$ cat src/rtl/chr_pkg.sv
`timescale 1ns / 1ps
// Shared types, constants and helper functions for the cell history LED renderer.
// Used by the channel interfaces and by every renderer module; depends on nothing.
package chr_pkg;

  // Field widths of the channels.
  localparam int CELL_W      = 17;
  localparam int COLOR_W     = 8;
  localparam int FL_W        = 5;
  localparam int SLOT_W      = 8;
  localparam int TOTAL_W     = 9;
  localparam int CFG_INDEX_W = 2;
  localparam int CFG_DATA_W  = 8;

  // Panel geometry, fixed by the LED buffer layout.
  localparam int LED_COLUMNS  = 8;
  localparam int LED_ROWS     = 16;
  localparam int PIXELS       = LED_COLUMNS * LED_ROWS;
  localparam int UPPER_PIXELS = PIXELS / 2;
  localparam int PIX_W        = $clog2(PIXELS);
  localparam int COL_W        = $clog2(LED_COLUMNS);
  localparam int ROW_W        = $clog2(LED_ROWS);

  // Sub-cell block size: default and the largest size the counters are built for.
  localparam int SUB_DEFAULT = 2;
  localparam int SUB_MAX     = 4;
  localparam int HIST_BITS   = 16;
  localparam int CNT_W       = $clog2(HIST_BITS + 1);
  localparam int SAND_W      = $clog2(SUB_MAX * SUB_MAX + 1);
  localparam int HIST_W      = $clog2(SUB_MAX * SUB_MAX * HIST_BITS + 1);
  localparam logic [TOTAL_W-1:0] TOTAL_MAX = '1;

  // Colour scaling divider. The history of a pixel can reach 16 times the divisor
  // when the filter length is lowered inside a pixel, so the quotient is wider
  // than a colour byte and only its low byte is shown.
  localparam int QUOT_W = COLOR_W + $clog2(HIST_BITS);

  localparam int QUEUE_DEPTH_DEFAULT = 2;

  // Configuration register indexes.
  localparam logic [CFG_INDEX_W-1:0] REG_FILTER_LENGTH = 2'd0;
  localparam logic [CFG_INDEX_W-1:0] REG_SAND_RED      = 2'd1;
  localparam logic [CFG_INDEX_W-1:0] REG_SAND_GREEN    = 2'd2;
  localparam logic [CFG_INDEX_W-1:0] REG_SAND_BLUE     = 2'd3;

  typedef struct packed {
    logic [FL_W-1:0]    filter_length;
    logic [COLOR_W-1:0] sand_red;
    logic [COLOR_W-1:0] sand_green;
    logic [COLOR_W-1:0] sand_blue;
  } cfg_t;

  // One classified cell, passed from the front end to the colour back end.
  typedef struct packed {
    logic [CELL_W-1:0]  new_cell;
    logic               pixel_done;
    logic [SLOT_W-1:0]  led_slot;
    logic [HIST_W-1:0]  hist;
    logic               frame_done;
    logic [TOTAL_W-1:0] upper_sand;
    logic [TOTAL_W-1:0] lower_sand;
  } item_t;

  function automatic logic [CNT_W-1:0] count_ones16(input logic [HIST_BITS-1:0] v);
    logic [HIST_BITS-1:0] s;
    begin
      s = (v & 16'h5555) + ((v >> 1) & 16'h5555);
      s = (s & 16'h3333) + ((s >> 2) & 16'h3333);
      s = (s & 16'h0F0F) + ((s >> 4) & 16'h0F0F);
      s = (s & 16'h00FF) + ((s >> 8) & 16'h00FF);
      return s[CNT_W-1:0];
    end
  endfunction

endpackage

$ cat src/rtl/chr_ifs.sv
`timescale 1ns / 1ps
// Valid/ready channel interfaces for cells in, results out and register writes.
// Depends on chr_pkg for field widths.
interface chr_in_if;
  logic                                valid;
  logic                                ready;
  logic signed [chr_pkg::CELL_W-1:0]   cell_value;
  modport source(output valid, output cell_value, input ready);
  modport sink(input valid, input cell_value, output ready);
endinterface

interface chr_out_if;
  logic                                valid;
  logic                                ready;
  logic signed [chr_pkg::CELL_W-1:0]   new_cell;
  logic                                pixel_done;
  logic        [chr_pkg::SLOT_W-1:0]   led_slot;
  logic        [chr_pkg::COLOR_W-1:0]  red;
  logic        [chr_pkg::COLOR_W-1:0]  green;
  logic        [chr_pkg::COLOR_W-1:0]  blue;
  logic                                frame_done;
  logic        [chr_pkg::TOTAL_W-1:0]  upper_sand;
  logic        [chr_pkg::TOTAL_W-1:0]  lower_sand;
  modport source(output valid, output new_cell, output pixel_done, output led_slot,
                 output red, output green, output blue, output frame_done,
                 output upper_sand, output lower_sand, input ready);
  modport sink(input valid, input new_cell, input pixel_done, input led_slot,
               input red, input green, input blue, input frame_done,
               input upper_sand, input lower_sand, output ready);
endinterface

interface chr_cfg_if;
  logic                                 valid;
  logic                                 ready;
  logic [chr_pkg::CFG_INDEX_W-1:0]      index;
  logic [chr_pkg::CFG_DATA_W-1:0]       data;
  modport source(output valid, output index, output data, input ready);
  modport sink(input valid, input index, input data, output ready);
endinterface

$ cat src/rtl/chr_queue.sv
`timescale 1ns / 1ps
// Short FIFO of classified items between the front end and the colour back end.
// Depends on chr_pkg for the item type.
module chr_queue #(
  parameter int DEPTH = chr_pkg::QUEUE_DEPTH_DEFAULT
) (
  input  logic           clk,
  input  logic           rst,
  input  logic           push,
  input  chr_pkg::item_t push_item,
  output logic           full,
  input  logic           pop,
  output chr_pkg::item_t pop_item,
  output logic           empty
);

  localparam int PTR_W = (DEPTH > 1) ? $clog2(DEPTH) : 1;
  localparam int CNT_W = $clog2(DEPTH + 1);

  chr_pkg::item_t   slots [DEPTH];
  logic [PTR_W-1:0] wr_ptr;
  logic [PTR_W-1:0] rd_ptr;
  logic [CNT_W-1:0] count;

  assign full     = (count == CNT_W'(DEPTH));
  assign empty    = (count == '0);
  assign pop_item = slots[rd_ptr];

  always_ff @(posedge clk) begin
    if (push) begin
      slots[wr_ptr] <= push_item;
    end
  end

  always_ff @(posedge clk) begin
    if (rst) begin
      wr_ptr <= '0;
      rd_ptr <= '0;
      count  <= '0;
    end else begin
      if (push) begin
        wr_ptr <= (wr_ptr == PTR_W'(DEPTH - 1)) ? '0 : wr_ptr + 1'b1;
      end
      if (pop) begin
        rd_ptr <= (rd_ptr == PTR_W'(DEPTH - 1)) ? '0 : rd_ptr + 1'b1;
      end
      if (push && !pop) begin
        count <= count + 1'b1;
      end else if (pop && !push) begin
        count <= count - 1'b1;
      end
    end
  end

  a_no_overflow: assert property (@(posedge clk) disable iff (rst) push |-> !full)
    else $error("item written into a full queue");
  a_no_underflow: assert property (@(posedge clk) disable iff (rst) pop |-> !empty)
    else $error("item taken from an empty queue");

endmodule

$ cat src/rtl/chr_front.sv
`timescale 1ns / 1ps
// Front end: takes cells, shifts their history, counts sand and history per pixel
// and per frame, and pushes one classified item per cell. Depends on chr_pkg, chr_ifs.
module chr_front #(
  parameter int SUB = chr_pkg::SUB_DEFAULT
) (
  input  logic              clk,
  input  logic              rst,
  chr_in_if.sink            in_ch,
  input  chr_pkg::cfg_t     cfg,
  input  logic              q_full,
  output logic              push,
  output chr_pkg::item_t    push_item
);

  localparam int CELLS     = SUB * SUB;
  localparam int SUB_IDX_W = (CELLS > 1) ? $clog2(CELLS) : 1;

  logic [SUB_IDX_W-1:0]       sub_cell_index;
  logic [chr_pkg::PIX_W-1:0]  pixel_index;
  logic [chr_pkg::SAND_W-1:0] pixel_sand;
  logic [chr_pkg::HIST_W-1:0] pixel_history;
  logic [chr_pkg::TOTAL_W-1:0] upper_total;
  logic [chr_pkg::TOTAL_W-1:0] lower_total;

  logic [chr_pkg::CELL_W-1:0]    raw;
  logic                          wall;
  logic [chr_pkg::HIST_BITS-1:0] mask;
  logic [chr_pkg::CNT_W-1:0]     ones;
  logic [chr_pkg::SAND_W-1:0]    sand_now;
  logic [chr_pkg::HIST_W-1:0]    hist_now;
  logic                          pixel_end;
  logic                          frame_end;
  logic                          in_upper;
  logic [chr_pkg::TOTAL_W:0]     total_sum;
  logic [chr_pkg::TOTAL_W-1:0]   total_sat;
  logic [chr_pkg::TOTAL_W-1:0]   upper_next;
  logic [chr_pkg::TOTAL_W-1:0]   lower_next;
  logic [chr_pkg::ROW_W-1:0]     row;
  logic [chr_pkg::COL_W-1:0]     col;
  logic [chr_pkg::SLOT_W-1:0]    slot;

  assign in_ch.ready = !q_full;
  assign push        = in_ch.valid && !q_full;

  always_comb begin
    raw  = $unsigned(in_ch.cell_value);
    wall = raw[chr_pkg::CELL_W-1];
    if (cfg.filter_length >= chr_pkg::FL_W'(chr_pkg::HIST_BITS)) begin
      mask = '1;
    end else begin
      mask = chr_pkg::HIST_BITS'((17'd1 << cfg.filter_length) - 17'd1);
    end
    ones     = wall ? '0 : chr_pkg::count_ones16(raw[chr_pkg::HIST_BITS-1:0] & mask);
    sand_now = pixel_sand + chr_pkg::SAND_W'(!wall && raw[0]);
    hist_now = pixel_history + chr_pkg::HIST_W'(ones);

    pixel_end = (sub_cell_index == SUB_IDX_W'(CELLS - 1));
    frame_end = pixel_end && (pixel_index == chr_pkg::PIX_W'(chr_pkg::PIXELS - 1));
    in_upper  = (pixel_index < chr_pkg::PIX_W'(chr_pkg::UPPER_PIXELS));

    total_sum = (in_upper ? {1'b0, upper_total} : {1'b0, lower_total})
              + (chr_pkg::TOTAL_W + 1)'(sand_now);
    total_sat = (total_sum > {1'b0, chr_pkg::TOTAL_MAX}) ? chr_pkg::TOTAL_MAX
              : total_sum[chr_pkg::TOTAL_W-1:0];
    upper_next = (pixel_end && in_upper) ? total_sat : upper_total;
    lower_next = (pixel_end && !in_upper) ? total_sat : lower_total;

    // Odd LED rows run right to left on the strip.
    row  = pixel_index[chr_pkg::PIX_W-1:chr_pkg::COL_W];
    col  = pixel_index[chr_pkg::COL_W-1:0];
    slot = {1'b0, row, (row[0] ? ~col : col)} + 1'b1;

    push_item.new_cell   = wall ? raw
                         : {1'b0, raw[chr_pkg::HIST_BITS-2:0], raw[0]};
    push_item.pixel_done = pixel_end;
    push_item.led_slot   = pixel_end ? slot : '0;
    push_item.hist       = hist_now;
    push_item.frame_done = frame_end;
    push_item.upper_sand = frame_end ? upper_next : '0;
    push_item.lower_sand = frame_end ? lower_next : '0;
  end

  always_ff @(posedge clk) begin
    if (rst) begin
      sub_cell_index <= '0;
      pixel_index    <= '0;
      pixel_sand     <= '0;
      pixel_history  <= '0;
      upper_total    <= '0;
      lower_total    <= '0;
    end else if (push) begin
      if (pixel_end) begin
        sub_cell_index <= '0;
        pixel_sand     <= '0;
        pixel_history  <= '0;
        if (frame_end) begin
          pixel_index <= '0;
          upper_total <= '0;
          lower_total <= '0;
        end else begin
          pixel_index <= pixel_index + 1'b1;
          upper_total <= upper_next;
          lower_total <= lower_next;
        end
      end else begin
        sub_cell_index <= sub_cell_index + 1'b1;
        pixel_sand     <= sand_now;
        pixel_history  <= hist_now;
      end
    end
  end

endmodule

$ cat src/rtl/chr_back.sv
`timescale 1ns / 1ps
// Back end: passes plain cells to the output register and scales the sand colour
// of each finished pixel with a bit-serial divider. Depends on chr_pkg, chr_ifs.
module chr_back #(
  parameter int SUB = chr_pkg::SUB_DEFAULT
) (
  input  logic           clk,
  input  logic           rst,
  input  chr_pkg::cfg_t  cfg,
  input  logic           q_empty,
  input  chr_pkg::item_t q_item,
  output logic           pop,
  chr_out_if.source      out_ch
);

  localparam int CELLS  = SUB * SUB;
  localparam int DIV_W  = $clog2(CELLS * ((1 << chr_pkg::FL_W) - 1) + 1);
  localparam int REM_W  = DIV_W + chr_pkg::QUOT_W;
  localparam int STEP_W = $clog2(chr_pkg::QUOT_W);

  localparam logic [1:0] S_IDLE = 2'd0;
  localparam logic [1:0] S_MUL  = 2'd1;
  localparam logic [1:0] S_DIV  = 2'd2;
  localparam logic [1:0] S_OUT  = 2'd3;

  logic [1:0]                 state;
  logic [1:0]                 state_next;
  chr_pkg::item_t             job;
  logic [REM_W-1:0]           rem_r, rem_g, rem_b;
  logic [REM_W-1:0]           dsh;
  logic [chr_pkg::QUOT_W-1:0] q_r, q_g, q_b;
  logic [STEP_W-1:0]          step;
  logic                       div_zero;

  logic                       out_valid;
  chr_pkg::item_t             out_item;
  logic [chr_pkg::COLOR_W-1:0] out_red, out_green, out_blue;

  logic                       out_free;
  logic                       load_plain;
  logic                       load_pixel;
  logic [DIV_W-1:0]           divisor;
  logic                       ge_r, ge_g, ge_b;

  assign out_free   = !out_valid || out_ch.ready;
  assign load_plain = (state == S_IDLE) && !q_empty && !q_item.pixel_done && out_free;
  assign load_pixel = (state == S_OUT) && out_free;
  assign pop        = (state == S_IDLE) && !q_empty && (q_item.pixel_done || out_free);
  assign divisor    = DIV_W'(CELLS) * DIV_W'(cfg.filter_length);

  assign ge_r = (rem_r >= dsh);
  assign ge_g = (rem_g >= dsh);
  assign ge_b = (rem_b >= dsh);

  always_comb begin
    state_next = state;
    case (state)
      S_IDLE: if (pop && q_item.pixel_done) state_next = S_MUL;
      S_MUL:  state_next = S_DIV;
      S_DIV:  if (step == STEP_W'(chr_pkg::QUOT_W - 1)) state_next = S_OUT;
      S_OUT:  if (out_free) state_next = S_IDLE;
      default: state_next = S_IDLE;
    endcase
  end

  always_ff @(posedge clk) begin
    if (rst) begin
      state     <= S_IDLE;
      out_valid <= 1'b0;
    end else begin
      state <= state_next;
      if (load_plain || load_pixel) begin
        out_valid <= 1'b1;
      end else if (out_ch.ready) begin
        out_valid <= 1'b0;
      end
    end
  end

  // Restoring division. For a non-zero divisor the product is below the divisor
  // shifted by the quotient width, so step one has the divisor at the top bit.
  always_ff @(posedge clk) begin
    case (state)
      S_IDLE: begin
        if (pop && q_item.pixel_done) begin
          job <= q_item;
        end
      end
      S_MUL: begin
        rem_r    <= REM_W'(cfg.sand_red) * REM_W'(job.hist);
        rem_g    <= REM_W'(cfg.sand_green) * REM_W'(job.hist);
        rem_b    <= REM_W'(cfg.sand_blue) * REM_W'(job.hist);
        dsh      <= REM_W'(divisor) << (chr_pkg::QUOT_W - 1);
        div_zero <= (divisor == '0);
        step     <= '0;
      end
      S_DIV: begin
        if (ge_r) rem_r <= rem_r - dsh;
        if (ge_g) rem_g <= rem_g - dsh;
        if (ge_b) rem_b <= rem_b - dsh;
        q_r  <= {q_r[chr_pkg::QUOT_W-2:0], ge_r};
        q_g  <= {q_g[chr_pkg::QUOT_W-2:0], ge_g};
        q_b  <= {q_b[chr_pkg::QUOT_W-2:0], ge_b};
        dsh  <= dsh >> 1;
        step <= step + 1'b1;
      end
      default: begin
      end
    endcase
  end

  always_ff @(posedge clk) begin
    if (load_plain) begin
      out_item  <= q_item;
      out_red   <= '0;
      out_green <= '0;
      out_blue  <= '0;
    end else if (load_pixel) begin
      out_item  <= job;
      out_red   <= div_zero ? '0 : q_r[chr_pkg::COLOR_W-1:0];
      out_green <= div_zero ? '0 : q_g[chr_pkg::COLOR_W-1:0];
      out_blue  <= div_zero ? '0 : q_b[chr_pkg::COLOR_W-1:0];
    end
  end

  assign out_ch.valid      = out_valid;
  assign out_ch.new_cell   = $signed(out_item.new_cell);
  assign out_ch.pixel_done = out_item.pixel_done;
  assign out_ch.led_slot   = out_item.led_slot;
  assign out_ch.red        = out_red;
  assign out_ch.green      = out_green;
  assign out_ch.blue       = out_blue;
  assign out_ch.frame_done = out_item.frame_done;
  assign out_ch.upper_sand = out_item.upper_sand;
  assign out_ch.lower_sand = out_item.lower_sand;

  a_div_length: assert property (@(posedge clk) disable iff (rst)
      (state == S_MUL) |=> (state == S_DIV) ##11 (state == S_DIV) ##1 (state == S_OUT))
    else $error("colour divide did not run its full step count");
  a_plain_blank: assert property (@(posedge clk) disable iff (rst)
      (out_ch.valid && !out_ch.pixel_done) |->
      (out_ch.led_slot == '0 && out_ch.red == '0 && out_ch.green == '0 &&
       out_ch.blue == '0))
    else $error("colour or slot shown on a cell that ends no pixel");
  a_frame_on_pixel: assert property (@(posedge clk) disable iff (rst)
      (out_ch.valid && out_ch.frame_done) |-> out_ch.pixel_done)
    else $error("frame end on a cell that ends no pixel");

endmodule

$ cat src/rtl/cell_history_led_renderer_top.sv
`timescale 1ns / 1ps
// Top level of the cell history LED renderer: configuration registers, front end,
// item queue and colour back end. Depends on chr_pkg, chr_ifs and the chr_ modules.
// A cell that ends no pixel passes through the queue and the output register; a
// cell that ends a pixel is popped, multiplied, divided in 12 steps, then registered.
// The back end pops no item while its one-bit-per-cycle divider runs.
// Reset (synchronous, active high) clears the counters, empties the queue and sets
// filter_length to 1 and the sand colour to full white.
module cell_history_led_renderer_top #(
  parameter int SUB         = chr_pkg::SUB_DEFAULT,
  parameter int QUEUE_DEPTH = chr_pkg::QUEUE_DEPTH_DEFAULT
) (
  input  logic       clk,
  input  logic       rst,
  chr_in_if.sink     in_ch,
  chr_out_if.source  out_ch,
  chr_cfg_if.sink    cfg_ch
);

  chr_pkg::cfg_t  cfg;
  logic           push;
  chr_pkg::item_t push_item;
  logic           q_full;
  logic           pop;
  chr_pkg::item_t q_item;
  logic           q_empty;

  assign cfg_ch.ready = 1'b1;

  always_ff @(posedge clk) begin
    if (rst) begin
      cfg.filter_length <= chr_pkg::FL_W'(1);
      cfg.sand_red      <= '1;
      cfg.sand_green    <= '1;
      cfg.sand_blue     <= '1;
    end else if (cfg_ch.valid) begin
      case (cfg_ch.index)
        chr_pkg::REG_FILTER_LENGTH: cfg.filter_length <= cfg_ch.data[chr_pkg::FL_W-1:0];
        chr_pkg::REG_SAND_RED:      cfg.sand_red      <= cfg_ch.data;
        chr_pkg::REG_SAND_GREEN:    cfg.sand_green    <= cfg_ch.data;
        chr_pkg::REG_SAND_BLUE:     cfg.sand_blue     <= cfg_ch.data;
        default: begin
        end
      endcase
    end
  end

  chr_front #(.SUB(SUB)) u_front (
    .clk       (clk),
    .rst       (rst),
    .in_ch     (in_ch),
    .cfg       (cfg),
    .q_full    (q_full),
    .push      (push),
    .push_item (push_item)
  );

  chr_queue #(.DEPTH(QUEUE_DEPTH)) u_queue (
    .clk       (clk),
    .rst       (rst),
    .push      (push),
    .push_item (push_item),
    .full      (q_full),
    .pop       (pop),
    .pop_item  (q_item),
    .empty     (q_empty)
  );

  chr_back #(.SUB(SUB)) u_back (
    .clk     (clk),
    .rst     (rst),
    .cfg     (cfg),
    .q_empty (q_empty),
    .q_item  (q_item),
    .pop     (pop),
    .out_ch  (out_ch)
  );

endmodule
$ cat src/flat_wrapper.sv
// flat-port wrapper written by rule: the top's interface ports become plain ports
module cell_history_led_renderer_top_flat 
#(
  parameter int SUB         = chr_pkg::SUB_DEFAULT,
  parameter int QUEUE_DEPTH = chr_pkg::QUEUE_DEPTH_DEFAULT
)
  (clk, rst, in_ch_valid, in_ch_cell_value, in_ch_ready, out_ch_valid, out_ch_new_cell, out_ch_pixel_done, out_ch_led_slot, out_ch_red, out_ch_green, out_ch_blue, out_ch_frame_done, out_ch_upper_sand, out_ch_lower_sand, out_ch_ready, cfg_ch_valid, cfg_ch_index, cfg_ch_data, cfg_ch_ready);
  chr_in_if in_ch_i ();
  chr_out_if out_ch_i ();
  chr_cfg_if cfg_ch_i ();
  input  logic clk;
  input  logic rst;
  input wire logic [$bits(in_ch_i.valid)-1:0] in_ch_valid;
  input wire logic [$bits(in_ch_i.cell_value)-1:0] in_ch_cell_value;
  output wire logic [$bits(in_ch_i.ready)-1:0] in_ch_ready;
  output wire logic [$bits(out_ch_i.valid)-1:0] out_ch_valid;
  output wire logic [$bits(out_ch_i.new_cell)-1:0] out_ch_new_cell;
  output wire logic [$bits(out_ch_i.pixel_done)-1:0] out_ch_pixel_done;
  output wire logic [$bits(out_ch_i.led_slot)-1:0] out_ch_led_slot;
  output wire logic [$bits(out_ch_i.red)-1:0] out_ch_red;
  output wire logic [$bits(out_ch_i.green)-1:0] out_ch_green;
  output wire logic [$bits(out_ch_i.blue)-1:0] out_ch_blue;
  output wire logic [$bits(out_ch_i.frame_done)-1:0] out_ch_frame_done;
  output wire logic [$bits(out_ch_i.upper_sand)-1:0] out_ch_upper_sand;
  output wire logic [$bits(out_ch_i.lower_sand)-1:0] out_ch_lower_sand;
  input wire logic [$bits(out_ch_i.ready)-1:0] out_ch_ready;
  input wire logic [$bits(cfg_ch_i.valid)-1:0] cfg_ch_valid;
  input wire logic [$bits(cfg_ch_i.index)-1:0] cfg_ch_index;
  input wire logic [$bits(cfg_ch_i.data)-1:0] cfg_ch_data;
  output wire logic [$bits(cfg_ch_i.ready)-1:0] cfg_ch_ready;
  assign in_ch_i.valid = in_ch_valid;
  assign in_ch_i.cell_value = in_ch_cell_value;
  assign in_ch_ready = in_ch_i.ready;
  assign out_ch_valid = out_ch_i.valid;
  assign out_ch_new_cell = out_ch_i.new_cell;
  assign out_ch_pixel_done = out_ch_i.pixel_done;
  assign out_ch_led_slot = out_ch_i.led_slot;
  assign out_ch_red = out_ch_i.red;
  assign out_ch_green = out_ch_i.green;
  assign out_ch_blue = out_ch_i.blue;
  assign out_ch_frame_done = out_ch_i.frame_done;
  assign out_ch_upper_sand = out_ch_i.upper_sand;
  assign out_ch_lower_sand = out_ch_i.lower_sand;
  assign out_ch_i.ready = out_ch_ready;
  assign cfg_ch_i.valid = cfg_ch_valid;
  assign cfg_ch_i.index = cfg_ch_index;
  assign cfg_ch_i.data = cfg_ch_data;
  assign cfg_ch_ready = cfg_ch_i.ready;
  cell_history_led_renderer_top #(.SUB(SUB), .QUEUE_DEPTH(QUEUE_DEPTH)) u_core (.clk(clk), .rst(rst), .in_ch(in_ch_i), .out_ch(out_ch_i), .cfg_ch(cfg_ch_i));
endmodule
$ cat config.mk
export PLATFORM = sky130hd
export DESIGN_NAME = cell_history_led_renderer_top_flat
export DESIGN_NICKNAME = d
export VERILOG_FILES = /design/src/rtl/chr_pkg.sv /design/src/rtl/chr_ifs.sv /design/src/rtl/chr_queue.sv /design/src/rtl/chr_front.sv /design/src/rtl/chr_back.sv /design/src/rtl/cell_history_led_renderer_top.sv /design/src/flat_wrapper.sv
export SDC_FILE = /design/constraint.sdc
export NUM_CORES = 1
export LEC_CHECK = 0
export ABC_CLOCK_PERIOD_IN_PS = 8100
export BUFFER_PORTS_ARGS = -buffer_cell sky130_fd_sc_hd__buf_2
export CAP_MARGIN = 20
export CORE_MARGIN = 2
export CORE_UTILIZATION = 70
export CTS_BUF_LIST = sky130_fd_sc_hd__clkbuf_2 sky130_fd_sc_hd__clkbuf_4 sky130_fd_sc_hd__clkbuf_8
export DETAILED_ROUTE_END_ITERATION = 10
export PLACE_DENSITY_LB_ADDON = 0.1
export SYNTH_ARGS = -nofsm -noshare
export SYNTH_HDL_FRONTEND = slang
export SYNTH_SLANG_ARGS = --single-unit
$ cat constraint.sdc
create_clock -name clk -period 8.1 [get_ports clk]
set_input_delay 0.405 -clock clk [delete_from_list [all_inputs] [get_ports clk]]
set_output_delay 0.405 -clock clk [all_outputs]
set_load 0.01 [all_outputs]
==> results.yml <==
status:
  status: "completed"
clock_network:
  cts_root_buf: "clkbuf_8"
  cts_tree: "built"
  cts-root-to-sink-buffers: 3
  insertion_delay_ns: 0.64
  cts_buffers: 70
  clk_pin_slew_worst_paths_ns: 0.07
  cts_setup_buffers: 0
  htreeDepth: 3
  clock-sinks: 413
global_route:
  use_met3: 0.0718
  grt_use_met2: 0.490
  grt_pass1_vias: 19761
  grtUsageTotal: 0.314
  antenna_found_initial: 2
  use_met1: 0.440
  overflow: 0
  grt_pass1_wl_mm: 102
  grt_busiest_layer: "met2"
  grt_max_degree: 70
floorplanning:
  dieArea_um2: 40600
  placementRows: 72
  io_pins: 104
  start_util: 0.708
  die_y_um: 201
  core_area_um2: 38600
  die_w_um: 201
sta:
  worst_clock_skew_ns: 0.0411
  setup_tns_ns: 0
  slew_headroom: 0.326
  hold_ws_ns: 0.0447
  final_max_slew_viol_count: 0
  tightest_slew_ns: 1.01
  min_period_over_period: 0.802
  finalSetupViolCount: 0
  hold_viol_final: 0
  rsz0062_at_grt: "no"
  max_freq_mhz: 154
  fin_crit_ns: 6.50
route:
  vias_per_cell: 6.05
  vias: 19673
  avgRoutedWirePerCell_um: 19.3
  ant_nets: 0
  drtIter0Drc: 1590
  dr.pass1.iters: 7
  drc: 0
  wirelength_mm: 62.7
worst_setup_path:
  cp_max_fo: 16
  worst_path_max_delay_cell: "fa_1"
  path_class: "reg2reg"
  critPathRequiredTime_ns: 8.60
  worst_setup_path_end_kind: "flip-flop"
  cpPeakStageDelay_ns: 0.53
  path_buf_inv: 3
  crit_path_start_kind: "flip-flop"
  path_common_cell: "ha_1"
  path_delay_family: "adder cells"
  cp.arrival_ns: 7.00
synthesis:
  synth_area_per_cell_um2: 10.5
  synthMuxAreaShare: 0.0634
  synth_top_family_by_area: "adder cells"
  netlist_area_um2: 27300
  synth.top_cell.area_share: 0.342
  yosys-top-cells-area: "edfxtp_1 (34%), fa_1 (10%), ha_1 (9.7%), dfxtp_1 (7.5%), nand2_1 (3.7%)"
  yosys_warnings: 0
  synth_cells: 2604
  synthDistinctLibCells: 78
  synth_compound_area_frac: 0.100
  synth-xor-area-share: 0.0311
  synth.ff_latch_count: 413
  synth-edff-count: 311
  synthSimpleGateAreaFrac: 0.142
  synthAdderAreaFrac: 0.198
  synth_top_flop_cell: "edfxtp_1"
  synth_top_area_cell: "edfxtp_1"
  ys_seq_area_frac: 0.417
  async_reset_ff_frac: 0
  syn_nets: 2985
final_layout:
  n_fill_cell: 2654
  final_nets: 3055
  drive_above_1_share: 0.129
  final_cells: 3250
  area_delta_synth_final_pct: 8.87
min_path:
  hp-class: "in2reg"
place:
  place_inst: 3115
  port_buffers: 102
  place_hpwl_mm: 44.4
  place_congestion: 0.934
job:
  max_cap_violations: 0
[cell families after synthesis]
group,after synthesis
other,1
flip-flops,413
AO/OA/AOI/OAI,433
buffers and inverters,352
multiplexers,157
XOR/XNOR,97
AND/OR/NAND/NOR,802
adder cells (fa/ha/maj),349
[flip-flops by register name (all words and copies together) (netlist names), 9 cells and up, named ones only]
signal / cells
u_core.cfg: 29
u_core.u_back.dsh: 18
u_core.u_back.job: 54
u_core.u_back.out_ch.lower_sand: 9
u_core.u_back.out_ch.new_cell: 17
u_core.u_back.out_ch.upper_sand: 9
u_core.u_back.rem_b: 19
u_core.u_back.rem_g: 19
u_core.u_back.rem_r: 19
u_core.u_front.lower_total: 9
u_core.u_front.pixel_history: 9
u_core.u_front.upper_total: 9
u_core.u_queue.slots: 108
[worst paths after layout]
kind,start,endpoint,slack (ns),cells after the start
worst max-delay path,u_core.cfg[26]$_SDFFE_PP0P_,u_core.u_front.pixel_history[6]$_SDFFE_PP0P_,1.60,26
worst min-delay path,cfg_ch_data[6],u_core.cfg[22]$_SDFFE_PP1P_,0.04,3
worst max register to register,u_core.cfg[26]$_SDFFE_PP0P_,u_core.u_front.pixel_history[6]$_SDFFE_PP0P_,1.60,26
worst min register to register,u_core.u_back.q_b[3]$_DFFE_PP_,u_core.u_back.q_b[4]$_DFFE_PP_,0.44,0
[Yosys cell counts, types with 6 or more instances]
library cell and number:
fa_1 138, o21ai_1 10, nor3b_1 28, a21oi_1 149, edfxtp_1 311, buf_2 8, a21o_1 40, a31oi_1 21
and3_1 12, a2bb2oi_1 7, clkbuf_1 113, a21boi_0 7, nor3_1 20, a211oi_1 22, mux2_1 43, o21ai_0 69
o211ai_1 13, inv_1 220, nor2b_1 19, ha_1 211, xnor2_1 52, a22oi_1 11, and4_1 6, nand2_1 272
dfxtp_1 102, or3_1 9, o21bai_1 13, and2_1 127, nand3_1 66, o31ai_1 11, nor2_1 178, xor2_1 45
nand4_1 18, nand2b_1 24, mux2_2 85, o21a_1 10, mux2i_1 29
[layer usage]
metal | share of wire | wire [um]
met3 | 0.076 | 4790
met2 | 0.46 | 28800
met5 | 0.00021 | 13
met1 | 0.44 | 27800
met4 | 0.022 | 1380
[layout make-up]
type / instances / area (um^2) / share of cell area
Antenna cell: 1 / 2.50 / 0.0000842
Clock buffer: 106 / 1290 / 0.0434
Clock inverter: 23 / 215 / 0.00724
Inverter: 225 / 845 / 0.0284
Multi-Input combinational cell: 1839 / 14600 / 0.493
Sequential cell: 413 / 11400 / 0.383
Tap cell: 518 / 648 / 0.0218
Timing Repair Buffer: 125 / 701 / 0.0236
[through the flow]
stage,worst slack [ns],util,cell area (um^2)
5_1_grt,1.17,0.771,29700
3_5_place_dp,1.74,0.730,28200
4_1_cts,1.66,0.770,29700
2_1_floorplan,2.56,-,27300
3_3_place_gp,2.12,0.730,28200
6_report,1.60,0.771,29700
[what timing repair did]
action                    4_1_cts  5_1_grt
hold endpoints to repair        6        0
gates resized for setup         0        0
hold buffers                    3        0
[placed cells by master (no fill, tap or decap), types with 7 or more instances in the layout]
| cell | instances |
|---|---|
| a211oi_1 | 22 |
| a21boi_0 | 7 |
| a21o_1 | 40 |
| a21oi_1 | 149 |
| a22oi_1 | 11 |
| a2bb2oi_1 | 7 |
| a31oi_1 | 19 |
| and2_1 | 127 |
| and3_1 | 11 |
| buf_2 | 103 |
| buf_4 | 18 |
| clkbuf_4 | 27 |
| clkbuf_8 | 79 |
| dfxtp_1 | 101 |
| edfxtp_1 | 311 |
| fa_1 | 138 |
| ha_1 | 210 |
| inv_1 | 220 |
| mux2_1 | 43 |
| mux2_2 | 85 |
| mux2i_1 | 29 |
| nand2_1 | 271 |
| nand2b_1 | 24 |
| nand3_1 | 66 |
| nand4_1 | 18 |
| nor2_1 | 176 |
| nor2b_1 | 19 |
| nor3_1 | 20 |
| nor3b_1 | 27 |
| o211ai_1 | 13 |
| o21a_1 | 10 |
| o21ai_0 | 69 |
| o21ai_1 | 10 |
| o21bai_1 | 13 |
| o31ai_1 | 11 |
| or3_1 | 9 |
| xnor2_1 | 52 |
| xor2_1 | 45 |
[worst min-delay path, cell delays in order]
cell	delay [ns]
buf_2	0.11
nand2_1	0.07
nand3_1	0.07
Power is left out: the tool's default activity adds up to more than one toggle a clock period on the data nets, which glitch-free logic cannot reach.
